**src/sv/rlgr3_pkg.sv**
```systemverilog
// Shared types and constants for the RLGR3 entropy decoder.
package rlgr3_pkg;

	localparam int CAP_W      = 13;
	localparam int PARAM_W    = 7;
	localparam int PARAM_MAX  = 80;
	localparam int PARAM_SHIFT = 3;
	localparam int RUN_UP     = 4;
	localparam int RUN_DOWN   = 6;
	localparam int MAG_DOWN   = 2;
	localparam int PAIR_STEP  = 6;
	localparam int PARAM_INIT = 8;

	typedef struct packed {
		logic [7:0] stream_byte;
		logic       final_byte;
	} in_item_t;

	typedef struct packed {
		logic signed [15:0] coefficient;
		logic [10:0]        repeat_count;
		logic               end_marker;
		logic [CAP_W-1:0]   written_total;
	} out_item_t;

	typedef struct packed {
		logic     valid;
		in_item_t item;
	} byte_q_t;

endpackage

```
**src/sv/rlgr3_front.sv**
```systemverilog
// Input side: two-entry byte queue in front of the bit decoder.
module rlgr3_front (
	input  logic              clk,
	input  logic              arst_n,
	input  logic              in_valid,
	output logic              in_ready,
	input  rlgr3_pkg::in_item_t in_data,
	output rlgr3_pkg::byte_q_t  head,
	input  logic              pop
);
	import rlgr3_pkg::*;

	in_item_t    mem_q [2];
	logic        wr_ptr_q;
	logic        rd_ptr_q;
	logic [1:0]  cnt_q;
	logic        push;

	assign in_ready   = (cnt_q != 2'd2);
	assign push       = in_valid && in_ready;
	assign head.valid = (cnt_q != 2'd0);
	assign head.item  = mem_q[rd_ptr_q];

	always_ff @(posedge clk) begin
		if (push) begin
			mem_q[wr_ptr_q] <= in_data;
		end
	end

	always_ff @(posedge clk or negedge arst_n) begin
		if (!arst_n) begin
			wr_ptr_q <= 1'b0;
			rd_ptr_q <= 1'b0;
			cnt_q    <= 2'd0;
		end else begin
			if (push) wr_ptr_q <= ~wr_ptr_q;
			if (pop) rd_ptr_q <= ~rd_ptr_q;
			cnt_q <= cnt_q + {1'b0, push} - {1'b0, pop};
		end
	end

endmodule

```
**src/sv/rlgr3_back.sv**
```systemverilog
// Bit-serial RLGR3 decode engine with registered result output.
module rlgr3_back #(
	parameter int CAPACITY_MAX = 4096
) (
	input  logic                        clk,
	input  logic                        arst_n,
	input  rlgr3_pkg::byte_q_t          head,
	output logic                        pop,
	input  logic [rlgr3_pkg::CAP_W-1:0] capacity,
	output logic                        out_valid,
	input  logic                        out_ready,
	output rlgr3_pkg::out_item_t        out_data
);
	import rlgr3_pkg::*;

	typedef enum logic [3:0] {
		PH_ESC_START, PH_ESC_MORE, PH_RUN_REM, PH_SIGN, PH_RL_UNARY,
		PH_RL_KBITS, PH_GR_UNARY, PH_GR_KBITS, PH_PAIR_BITS, PH_PAIR2
	} phase_t;

	function automatic logic [PARAM_W-1:0] param_add(input logic [PARAM_W-1:0] p,
			input logic [PARAM_W-1:0] up, input logic [2:0] down);
		logic [PARAM_W:0] s;
		s = {1'b0, p} + {1'b0, up};
		if (s > (PARAM_W+1)'(PARAM_MAX)) s = (PARAM_W+1)'(PARAM_MAX);
		return (s >= {5'd0, down}) ? PARAM_W'(s - {5'd0, down}) : '0;
	endfunction

	function automatic logic [15:0] ftms(input logic [17:0] v);
		logic [17:0] vp;
		vp = v + 18'd1;
		return v[0] ? (16'd0 - vp[16:1]) : v[16:1];
	endfunction

	phase_t            phase_q, phase_d;
	logic [PARAM_W-1:0] kp_q, kp_d, krp_q, krp_d;
	logic [15:0]       uc_q, uc_d, acc_q, acc_d, psum_q, psum_d;
	logic [4:0]        btr_q, btr_d;
	logic              sign_q, sign_d;
	logic [CAP_W-1:0]  wc_q, wc_d;
	logic [2:0]        bitcnt_q;
	logic              flush_q;
	out_item_t         out_q, res_d;
	logic              out_valid_q;

	logic              can_step, do_pair2, stop, do_end, have_bit, step, bit_v, eos;
	logic [3:0]        k, kr;
	logic              st_req, st_fire, gr_go, gr_rl, pair1, nxt;
	logic [15:0]       st_coef, gr_acc, lmag, m16, pair_v1;
	logic [10:0]       st_n, st_s;
	logic [CAP_W-1:0]  limit, avail;
	logic [16:0]       cmax, d17;
	logic [4:0]        nbits;

	assign out_valid = out_valid_q;
	assign out_data  = out_q;

	assign k        = 4'(kp_q >> PARAM_SHIFT);
	assign kr       = 4'(krp_q >> PARAM_SHIFT);
	assign can_step = !out_valid_q || out_ready;
	assign do_pair2 = (phase_q == PH_PAIR2);
	assign stop     = (phase_q == PH_ESC_START) || (phase_q == PH_GR_UNARY && uc_q == 16'd0);
	assign do_end   = !do_pair2 && flush_q && stop;
	assign have_bit = !do_pair2 && (flush_q ? !stop : head.valid);
	assign step     = can_step && (do_pair2 || do_end || have_bit);
	assign bit_v    = flush_q ? 1'b0 : head.item.stream_byte[3'd7 - bitcnt_q];
	assign eos      = flush_q || (head.item.final_byte && bitcnt_q == 3'd7);
	assign pop      = step && have_bit && !flush_q && bitcnt_q == 3'd7;
	assign cmax     = 17'(CAPACITY_MAX);
	assign limit    = ({4'd0, capacity} < cmax) ? capacity : cmax[CAP_W-1:0];

	always_comb begin
		phase_d = phase_q; kp_d = kp_q; krp_d = krp_q; uc_d = uc_q; acc_d = acc_q;
		psum_d = psum_q; btr_d = btr_q; sign_d = sign_q;
		st_req = 1'b0; st_coef = '0; st_n = '0;
		gr_go = 1'b0; gr_rl = 1'b0; gr_acc = '0; pair1 = 1'b0; pair_v1 = '0; nxt = 1'b0;
		lmag = '0; m16 = '0; nbits = '0; d17 = '0;
		if (do_pair2) begin
			st_req = 1'b1; st_coef = psum_q; st_n = 11'd1; nxt = 1'b1;
		end else begin
			unique case (phase_q)
				PH_ESC_START, PH_ESC_MORE: begin
					if (!bit_v && !eos) begin
						st_req = 1'b1; st_n = 11'(16'd1 << k);
						kp_d = param_add(kp_q, PARAM_W'(RUN_UP), 3'd0);
						phase_d = PH_ESC_MORE;
					end else begin
						btr_d = {1'b0, k}; acc_d = '0;
						phase_d = (k != 4'd0) ? PH_RUN_REM : PH_SIGN;
					end
				end
				PH_RUN_REM: begin
					acc_d = {acc_q[14:0], bit_v}; btr_d = btr_q - 5'd1;
					if (btr_q == 5'd1) begin
						st_req = 1'b1; st_n = acc_d[10:0]; phase_d = PH_SIGN;
					end
				end
				PH_SIGN: begin
					sign_d = bit_v; uc_d = '0; phase_d = PH_RL_UNARY;
				end
				PH_RL_UNARY, PH_GR_UNARY: begin
					if (bit_v) begin
						if (uc_q != 16'hFFFF) uc_d = uc_q + 16'd1;
					end else begin
						phase_d = (phase_q == PH_RL_UNARY) ? PH_RL_KBITS : PH_GR_KBITS;
						btr_d = {1'b0, kr}; acc_d = '0;
						if (kr == 4'd0) begin
							gr_go = 1'b1; gr_rl = (phase_q == PH_RL_UNARY);
						end
					end
				end
				PH_RL_KBITS, PH_GR_KBITS: begin
					acc_d = {acc_q[14:0], bit_v}; btr_d = btr_q - 5'd1;
					if (btr_q == 5'd1) begin
						gr_go = 1'b1; gr_rl = (phase_q == PH_RL_KBITS); gr_acc = acc_d;
					end
				end
				PH_PAIR_BITS: begin
					acc_d = {acc_q[14:0], bit_v}; btr_d = btr_q - 5'd1;
					if (btr_q == 5'd1) begin
						pair1 = 1'b1; pair_v1 = acc_d;
					end
				end
				default: nxt = 1'b1;
			endcase
		end
		if (gr_go) begin
			lmag = (uc_q << kr) | gr_acc;
			if (uc_q == 16'd0) krp_d = param_add(krp_q, '0, 3'(MAG_DOWN));
			else if (uc_q != 16'd1)
				krp_d = param_add(krp_q, (uc_q > 16'(PARAM_MAX)) ? PARAM_W'(PARAM_MAX)
					: uc_q[PARAM_W-1:0], 3'd0);
			if (gr_rl) begin
				m16 = lmag + 16'd1;
				st_req = 1'b1; st_n = 11'd1; st_coef = sign_q ? (16'd0 - m16) : m16;
				kp_d = param_add(kp_q, '0, 3'(RUN_DOWN));
				nxt = 1'b1;
			end else begin
				psum_d = lmag;
				for (int i = 0; i < 16; i++) if (lmag[i]) nbits = 5'(i + 1);
				if (nbits == 5'd0) begin
					pair1 = 1'b1; pair_v1 = '0;
				end else begin
					phase_d = PH_PAIR_BITS; btr_d = nbits; acc_d = '0;
				end
			end
		end
		if (pair1) begin
			d17 = {1'b0, psum_d} - {1'b0, pair_v1};
			if (pair_v1 != 16'd0 && d17 != 17'd0)
				kp_d = param_add(kp_q, '0, 3'(PAIR_STEP));
			else if (pair_v1 == 16'd0 && d17 == 17'd0)
				kp_d = param_add(kp_q, PARAM_W'(PAIR_STEP), 3'd0);
			st_req = 1'b1; st_n = 11'd1; st_coef = ftms({2'b0, pair_v1});
			psum_d = ftms({d17[16], d17});
			phase_d = PH_PAIR2;
		end
		if (nxt) begin
			phase_d = ((kp_d >> PARAM_SHIFT) != '0) ? PH_ESC_START : PH_GR_UNARY;
			uc_d = '0; acc_d = '0; btr_d = '0;
		end
		avail   = limit - wc_q;
		st_fire = st_req && st_n != 11'd0 && wc_q < limit;
		st_s    = ({2'b0, st_n} < avail) ? st_n : avail[10:0];
		wc_d    = st_fire ? wc_q + CAP_W'(st_s) : wc_q;
		res_d.coefficient   = st_coef;
		res_d.repeat_count  = st_s;
		res_d.end_marker    = 1'b0;
		res_d.written_total = wc_d;
		if (do_end) begin
			res_d.coefficient   = '0;
			res_d.repeat_count  = '0;
			res_d.end_marker    = 1'b1;
			res_d.written_total = wc_q;
		end
	end

	always_ff @(posedge clk or negedge arst_n) begin
		if (!arst_n) begin
			phase_q <= PH_ESC_START; kp_q <= PARAM_W'(PARAM_INIT); krp_q <= PARAM_W'(PARAM_INIT);
			uc_q <= '0; acc_q <= '0; psum_q <= '0; btr_q <= '0; sign_q <= 1'b0; wc_q <= '0;
			bitcnt_q <= '0; flush_q <= 1'b0; out_valid_q <= 1'b0; out_q <= '0;
		end else begin
			if (step && (st_fire || do_end)) begin
				out_q <= res_d; out_valid_q <= 1'b1;
			end else if (out_ready) begin
				out_valid_q <= 1'b0;
			end
			if (step) begin
				if (do_end) begin
					phase_q <= PH_ESC_START; kp_q <= PARAM_W'(PARAM_INIT);
					krp_q <= PARAM_W'(PARAM_INIT); uc_q <= '0; acc_q <= '0; psum_q <= '0;
					btr_q <= '0; sign_q <= 1'b0; wc_q <= '0; flush_q <= 1'b0;
				end else begin
					phase_q <= phase_d; kp_q <= kp_d; krp_q <= krp_d; uc_q <= uc_d;
					acc_q <= acc_d; psum_q <= psum_d; btr_q <= btr_d; sign_q <= sign_d;
					wc_q <= wc_d;
				end
				if (have_bit && !flush_q) begin
					bitcnt_q <= bitcnt_q + 3'd1;
					if (bitcnt_q == 3'd7 && head.item.final_byte) flush_q <= 1'b1;
				end
			end
		end
	end

endmodule

```
**src/sv/rlgr3_entropy_decoder.sv**
```systemverilog
// Top level of the RLGR3 entropy decoder.
// Coded bytes enter through a two-entry queue; the decode engine consumes one coded bit per
// clock while it is not stalled. The second value of a Golomb-Rice pair takes a step of its own
// with no coded bit, and after a final byte the engine feeds zero fill bits until it can stop,
// then emits the end marker. Each result sits in an output register; the engine stalls while
// that register is full and not taken, or while no coded byte is waiting. Capacity writes are always ready.
module rlgr3_entropy_decoder #(
	parameter int CAPACITY_MAX = 4096
) (
	input  logic                        clk,
	input  logic                        arst_n,
	input  logic                        in_valid,
	output logic                        in_ready,
	input  rlgr3_pkg::in_item_t         in_data,
	output logic                        out_valid,
	input  logic                        out_ready,
	output rlgr3_pkg::out_item_t        out_data,
	input  logic                        cfg_valid,
	output logic                        cfg_ready,
	input  logic [rlgr3_pkg::CAP_W-1:0] cfg_data
);
	import rlgr3_pkg::*;

	byte_q_t          head;
	logic             pop;
	logic [CAP_W-1:0] capacity_q;

	assign cfg_ready = 1'b1;

	always_ff @(posedge clk or negedge arst_n) begin
		if (!arst_n) begin
			capacity_q <= CAP_W'(4096);
		end else if (cfg_valid && cfg_ready) begin
			capacity_q <= cfg_data;
		end
	end

	rlgr3_front u_front (
		.clk      (clk),
		.arst_n   (arst_n),
		.in_valid (in_valid),
		.in_ready (in_ready),
		.in_data  (in_data),
		.head     (head),
		.pop      (pop)
	);

	rlgr3_back #(.CAPACITY_MAX(CAPACITY_MAX)) u_back (
		.clk       (clk),
		.arst_n    (arst_n),
		.head      (head),
		.pop       (pop),
		.capacity  (capacity_q),
		.out_valid (out_valid),
		.out_ready (out_ready),
		.out_data  (out_data)
	);

endmodule

```
**config.mk**
```make
export PLATFORM = sky130hd
export DESIGN_NAME = rlgr3_entropy_decoder
export DESIGN_NICKNAME = d
export VERILOG_FILES = /design/src/sv/rlgr3_pkg.sv /design/src/sv/rlgr3_front.sv /design/src/sv/rlgr3_back.sv /design/src/sv/rlgr3_entropy_decoder.sv
export SDC_FILE = /design/constraint.sdc
export NUM_CORES = 1
export LEC_CHECK = 0
export ABC_AREA = 1
export BUFFER_PORTS_ARGS = -buffer_cell sky130_fd_sc_hd__buf_4
export CAP_MARGIN = 20
export CORE_UTILIZATION = 64
export DETAILED_ROUTE_END_ITERATION = 10
export GPL_TIMING_DRIVEN = 0
export PLACE_DENSITY = 0.78
export SLEW_MARGIN = 20
export SYNTH_ARGS = -nofsm -noshare
export SYNTH_HDL_FRONTEND = slang
export SYNTH_SLANG_ARGS = --single-unit
```
**constraint.sdc**
```tcl
create_clock -name clk -period 7.6 [get_ports clk]
set_clock_uncertainty 0.2 [all_clocks]
set_input_delay 0.38 -clock clk [delete_from_list [all_inputs] [get_ports clk]]
set_output_delay 0.38 -clock clk [all_outputs]
set_load 0.005 [all_outputs]
```
Word-level counts from Yosys, hierarchy flattened
Memory sizes are Yosys's and may differ from the RTL's.
Index checks and enable logic that the tools add are counted.

cells by class
  shift operators = 2
  mux-type cells = 166
  order comparisons = 16
  reductions and logical operators = 55
  $add $sub $neg = 21
  equal/unequal tests = 18
  bitwise operators = 3

operator list
  cell                                                 number
  two-way mux 16 bit                                   32
  two-way mux 7 bit                                    22
  two-way mux 8 bit                                    18
  two-way mux 11 bit                                   7
  two-way mux 4 bit                                    18
  two-way mux 5 bit                                    11
  one-hot mux 16 bit (3 select lines)                  1
  subtractor 1 x 16 -> 16 bit, first input constant    3
  two-way mux 41 bit                                   1
  two-way mux 13 bit                                   3
  two-way mux 1 bit                                    37
  adder 16 x 1 -> 16 bit, second input constant        2
  zero test 16 bit                                     2
  one-hot mux 16 bit (2 select lines)                  1
  >= comparator 8 x 1 -> 1 bit, second input constant  3
  > comparator 8 x 7 -> 1 bit, second input constant   3
  one-hot mux 11 bit (2 select lines)                  1
  adder 16 x 1 -> 17 bit, second input constant        1
  adder 17 x 2 -> 17 bit, second input constant        1
  logical AND 1 bit                                    17
  zero test 17 bit                                     1
  nonzero test 17 bit                                  1
  subtractor 16 x 16 -> 17 bit                         1
  adder 7 x 3 -> 8 bit, second input constant          2
  other kinds (55)                                     92

storage, ports and cells
  output and inout bits = 44
  register bits after elaboration = 148
  logic and storage cells = 302
  memories = 1
  input port bits = 27
  bits in writable memories = 18

memory list
  name           words  width  read ports  clocked after Yosys merged registers in  wr ports  RTL line           text
  u_front.mem_q  2      9      1           0                                        1         rlgr3_front.sv:13  in_item_t mem_q [2];

Longest topological paths before layout
  depth after elaboration = 45
  mapped depth = 49
  mapped depth without buffers = 49

Hierarchy
From an unflattened synthesis, not the netlist that was laid out.

unflattened totals
  cells, all modules = 2393
  area, all modules = 15843.9 um2

modules (own cells, without submodules)
  module                 times used  cells an instance  area an instance (um2)  sequential area each (um2)
  rlgr3_back             1           2281               14438.8                 3255.6
  rlgr3_front            1           55                 898.4                   640.6
  rlgr3_entropy_decoder  1           57                 506.7                   326.6

Worst setup path before layout
OpenSTA, ideal clock, no wires.

  path kind = register -> register
  start = register capacity_q[12]
  end = register u_back.wc_q[12]
  data required time = 7.265 ns
  stages on the path, launching flop included = 40
  setup slack = 2.058 ns
  arrival = 5.207 ns
  path buffers = 2
  setup time = 0.135 ns
  period minus slack after synthesis = 5.542 ns
  path through = dfstp_2 clkbuf_1 nor2_1 ha_1 a21oi_1 nand2_1 a21oi_1 o21bai_1 a21oi_1 o21bai_1 a21o_1 a21oi_1 xor2_1 ha_1 nand4_1 a21oi_1 a31oi_1 nand2_1 [... 4 more ...] nand2_1 inv_1 nor2_1 o21bai_1 a21oi_1 nor2_1 nor2_1 o21ai_0 nand3_1 nand2_1 nand2_1 inv_1 nor2_1 nor2_1 nand2_1 a21oi_1 o21ai_0 o21ai_0

on the way
  cells in the longest elaborated chain, start to end = 8
  elaborated cells on any way between the ends = 10
  those cells by class = add/sub (2); order compare (3); mux (4); reduce/logical (1)

ends and longest elaborated chain
  element                                RTL line                     text
  start: declaration                     rlgr3_entropy_decoder.sv:26  logic [CAP_W-1:0] capacity_q;
  start signal: assignment               rlgr3_entropy_decoder.sv:34  capacity_q <= cfg_data;
  less-than comparator 13 bit            rlgr3_back.sv:70             assign limit = ({4'd0, capacity} < cmax) ? capacity : cmax[CAP_W-1:0];
  two-way mux 13 bit *                   rlgr3_back.sv:70
  subtractor 13 bit                      rlgr3_back.sv:162            avail = limit - wc_q;
  less-than comparator 11 x 13 -> 1 bit  rlgr3_back.sv:164            st_s = ({2'b0, st_n} < avail) ? st_n : avail[10:0];
  two-way mux 11 bit                     rlgr3_back.sv:164
  adder 13 x 11 -> 13 bit                rlgr3_back.sv:165            wc_d = st_fire ? wc_q + CAP_W'(st_s) : wc_q;
  two-way mux 13 bit *                   rlgr3_back.sv:165
  two-way mux 13 bit *                   rlgr3_back.sv:190            if (do_end) begin
  end signal: assignment                 rlgr3_back.sv:197            wc_q <= wc_d;
  end: declaration                       rlgr3_back.sv:40             logic [CAP_W-1:0] wc_q, wc_d;

Mark *: on every way between the ends. The rest lies on a longest branch, timed or not.
A chain may end at the register's enable or synchronous reset.

Final worst setup path
  start = register u_back.bitcnt_q[0]
  end = register u_back.wc_q[12]

on the way
  cells in the longest elaborated chain, start to end = 36
  elaborated cells on any way between the ends = 63
  those cells by class = add/sub (2); order compare (1); eq/ne (1); mux (49); bitwise (1); reduce/logical (9)

ends and longest elaborated chain
  element                                                                              RTL line                              text
  start: declaration                                                                   rlgr3_back.sv:41                      logic [2:0] bitcnt_q;
  start signal: assignment                                                             rlgr3_back.sv:200                     bitcnt_q <= bitcnt_q + 3'd1;
  subtractor 3 bit                                                                     rlgr3_back.sv:66                      assign bit_v = flush_q ? 1'b0 : head.item.stream_byte[3'd7 - bitcnt_q];
  binary-select mux 1 bit (select 3 bit)                                               rlgr3_back.sv:66
  two-way mux 1 bit (not written as such)                                              rlgr3_back.sv:66
  two-way mux 1 bit                                                                    rlgr3_back.sv:66
  two-way mux 16 bit                                                                   rlgr3_back.sv:114                     if (btr_q == 5'd1) begin
  two-way mux 16 bit                                                                   rlgr3_back.sv:81                      unique case (phase_q)
  two-way mux 16 bit                                                                   rlgr3_back.sv:78                      if (do_pair2) begin
  OR 16 bit                                                                            rlgr3_back.sv:128                     lmag = (uc_q << kr) | gr_acc;
  [... 20 more ...]                                                                    -
  two-way mux 1 bit                                                                    rlgr3_back.sv:133                     if (gr_rl) begin
  two-way mux 1 bit                                                                    rlgr3_back.sv:127                     if (gr_go) begin
  two-way mux 11 bit                                                                   rlgr3_back.sv:148                     if (pair1) begin
  less-than comparator 11 x 13 -> 1 bit / nonzero test 11 bit (equally long branches)  rlgr3_back.sv:164, rlgr3_back.sv:163
  two-way mux 11 bit / logical AND 1 bit (equally long branches)                       rlgr3_back.sv:164, rlgr3_back.sv:163
  adder 13 x 11 -> 13 bit / logical AND 1 bit (equally long branches)                  rlgr3_back.sv:165, rlgr3_back.sv:163
  two-way mux 13 bit *                                                                 rlgr3_back.sv:165
  two-way mux 13 bit *                                                                 rlgr3_back.sv:190

Mark *: on every way between the ends. The rest lies on a longest branch, timed or not. The select of a mux whose other input is x is not followed.

==> summary.txt <==
status = finished clean
cell mode on critical path = nand2_1
die width = 159 µm
H-Tree Depth = 4
slew margin rel. = 31.2%
vias in the first global route = 17400
largest net degree at the start of global routing = 97
CTS Buf Count = 17
final number of hold-violating endpoints = 0
most frequent cell after synthesis = nand2_1
Crit. End Element = register
Port Buffers = 69
Core Box Area = 24200 µm²
Leakage = 0.00862 µW
Post-synth EDFFs = 18
first-pass GRT wire length = 91600 µm
Synth top area share = 22.8%
Startpoint Class = register
Peak supply drop = 281 µV
worst hold-check path type = input port to register
total I/O pin count = 71
asr flop ratio synth = 89.1%
CP max-delay cell = o21ai_1
Initial Util = 65.1%
Critical Path Max Stage Delay = 530 ps
Placer Congestion = 1.07
Yosys reg bits = 165
Layout Nets = 2583
cell taking the most area after synthesis = dfrtp_1
CTS Sinks = 165
worst-path fanout max = 10
initial antenna violation count = 0
Crit path arrival time = 7080 ps
Reg clk slew, reported paths = 90 ps
post-layout min period = 6960 ps
max_cap viols = 0
Final setup viols = 0
DRT Wirelength = 58200 µm
Post-synth top cells = nand2_1 (543), inv_1 (312), nor2_1 (228)
cell area after synthesis = 15800 µm²
dpl hpwl = 43100 µm
Slew @ Worst Pin = 1030 ps
top cells by area, synth = dfrtp_1 (23%), nand2_1 (13%), inv_1 (7.4%)
CP required = 7710 ps
Synth Net Count = 2466
RSZ-0062 raised after global routing = no
DRT Pass-1 Iters = 8
Layout Area Growth over Synthesis = 12.0%
Post-Synthesis Cells = 2357
die area = 25300 µm²
Fillers = 1930
Die Span Y = 159 µm
drt wl/cell = 20.7 µm
CTS tree = yes
Root Buffer = clkbuf_16
Slew Limit Fails = 0
Clock Latency Late Sink = 470 ps
final setup TNS = 0 ps
sequential fraction of the synthesis area = 26.7%
Setup Buffers After CTS = 0
Final ANT Viol Nets = 0
Total GRT Usage = 46.0%
DRC = 0
Fmax = 144 MHz
vias per inst = 6.42
Yosys cell types = 76
Main synth FF type = dfrtp_1
Core Rows = 57
clock buffer depth = 2
period utilisation layout = 91.6%
grt ovf = 0
Ys Warns = 0
power per cell area = 458 nW/µm²
n_diodes = 0
via count = 18100
Tot Pwr = 8100 µW
crit path kind = register to register
Mapped Avg Cell Area = 6.70 µm²
share of layout cells above drive strength 1 = 10.3%
Iter 0 DRT Violations = 2741
stage by stage:
step / util, % / cell area, µm² / std cells / hold WS (ps) / setup slack, ps
CTS: 72.9 / 17700 / 2811 / 15.2 / 727
global route: 72.9 / 17700 / 2811 / 22.4 / 54.6
global placement: 68.9 / 16700 / 2750 / 266 / 1070
finish: 72.9 / 17700 / 2811 / 6.14 / 635
detailed placement: 69.1 / 16800 / 2751 / 118 / 953
floorplan: - / 15800 / 2357 / -116 / 2060
sequential cells by signal, summed over array words and instances, names as in the netlist, 7 cells and up:
signal,flops
u_back.uc_q,16
u_back.wc_q,13
u_back.psum_q,16
u_front.mem_q,18
u_back.kp_q,7
capacity_q,13
u_back.out_data,41
u_back.acc_q,15
u_back.krp_q,7
worst max-delay path, delay by kind of cell, from the launching register on:
| kind | cells | cell delay, ps |
|---|---|---|
| compound gates | 15 | 2410 |
| fa+ha+maj | 3 | 860 |
| simple gates | 24 | 2240 |
| flops | 1 | 460 |
| buf+inv | 5 | 630 |
logic make-up after synthesis:
logic type / share of synthesized area [%]
flops: 26.7
other cells: 0.0237
xor+xnor: 4.10
fa+ha+maj: 6.69
simple gates: 32.3
compound gates: 19.4
mux: 0.198
buf+inv: 10.6
cells in the final DEF (no fill, tap or decap), types with 20 or more instances in the layout:
| master | Yosys | routed |
|---|---|---|
| o211ai_1 | 27 | 27 |
| dfrtp_1 | 144 | 144 |
| nor2_1 | 228 | 228 |
| ha_1 | 78 | 78 |
| xor2_1 | 54 | 54 |
| clkbuf_1 | 36 | 36 |
| nand2_1 | 543 | 543 |
| dlygate4sd3_1 | 0 | 28 |
| a21oi_1 | 113 | 113 |
| buf_4 | 7 | 75 |
| nand4_1 | 38 | 38 |
| o21ai_0 | 168 | 168 |
| inv_2 | 20 | 20 |
| nand2_2 | 27 | 27 |
| inv_1 | 312 | 312 |
| o21ai_1 | 24 | 24 |
| nand3_1 | 169 | 169 |
| nor3_1 | 32 | 32 |
power breakdown:
part	leakage, µW	internal (µW)	switching (µW)
sequential	0.00208	1140	228
combinational	0.00623	1700	4070
clock	0.000305	461	509
path summary, 6_finish.rpt:
check                                         start                  end  slack (ps)  depth (start not counted)
worst min register to register  u_back.out_data[38]  u_back.out_data[38]         290                          2
max in group asynchronous                    arst_n  u_back.out_data[18]        6110                          3
worst max-delay path             u_back.bitcnt_q[0]      u_back.wc_q[12]         640                         47
worst min-delay path                      cfg_valid        capacity_q[0]           6                          2
worst max register to register   u_back.bitcnt_q[0]      u_back.wc_q[12]         640                         47
min in group asynchronous                    arst_n      u_back.uc_q[13]         210                          2
final cells by class:
cell class | instances | area, µm² | area share, %
plain buffers | 73 | 385 | 2.18
clock buffers | 17 | 425 | 2.41
clock inverters | 15 | 206 | 1.17
inverters | 344 | 1290 | 7.32
multi-input cells | 1775 | 9910 | 56.0
flip-flops and latches | 165 | 4220 | 23.9
well taps | 324 | 405 | 2.29
repair buffers | 98 | 833 | 4.71
timing repair:
item	in CTS	in global routing
endpoints found under the hold margin	83	0
setup endpoints to repair	0	1
resized for setup	0	2
hold buffers	28	0
per-layer routing:
| metal | vias up | GRT usage, % | wire length, µm | share of wire (%) |
|---|---|---|---|---|
| met5 | - | 0 | 0 | 0 |
| met4 | 0 | 28.8 | 4000 | 6.9 |
| met3 | 331 | 11.6 | 6890 | 12 |
| met2 | 1314 | 73.0 | 26000 | 45 |
| met1 | 8287 | 56.0 | 21300 | 37 |
| li1 | 8128 | - | - | - |
No activity file was read; power rests on OpenSTA's default activity.
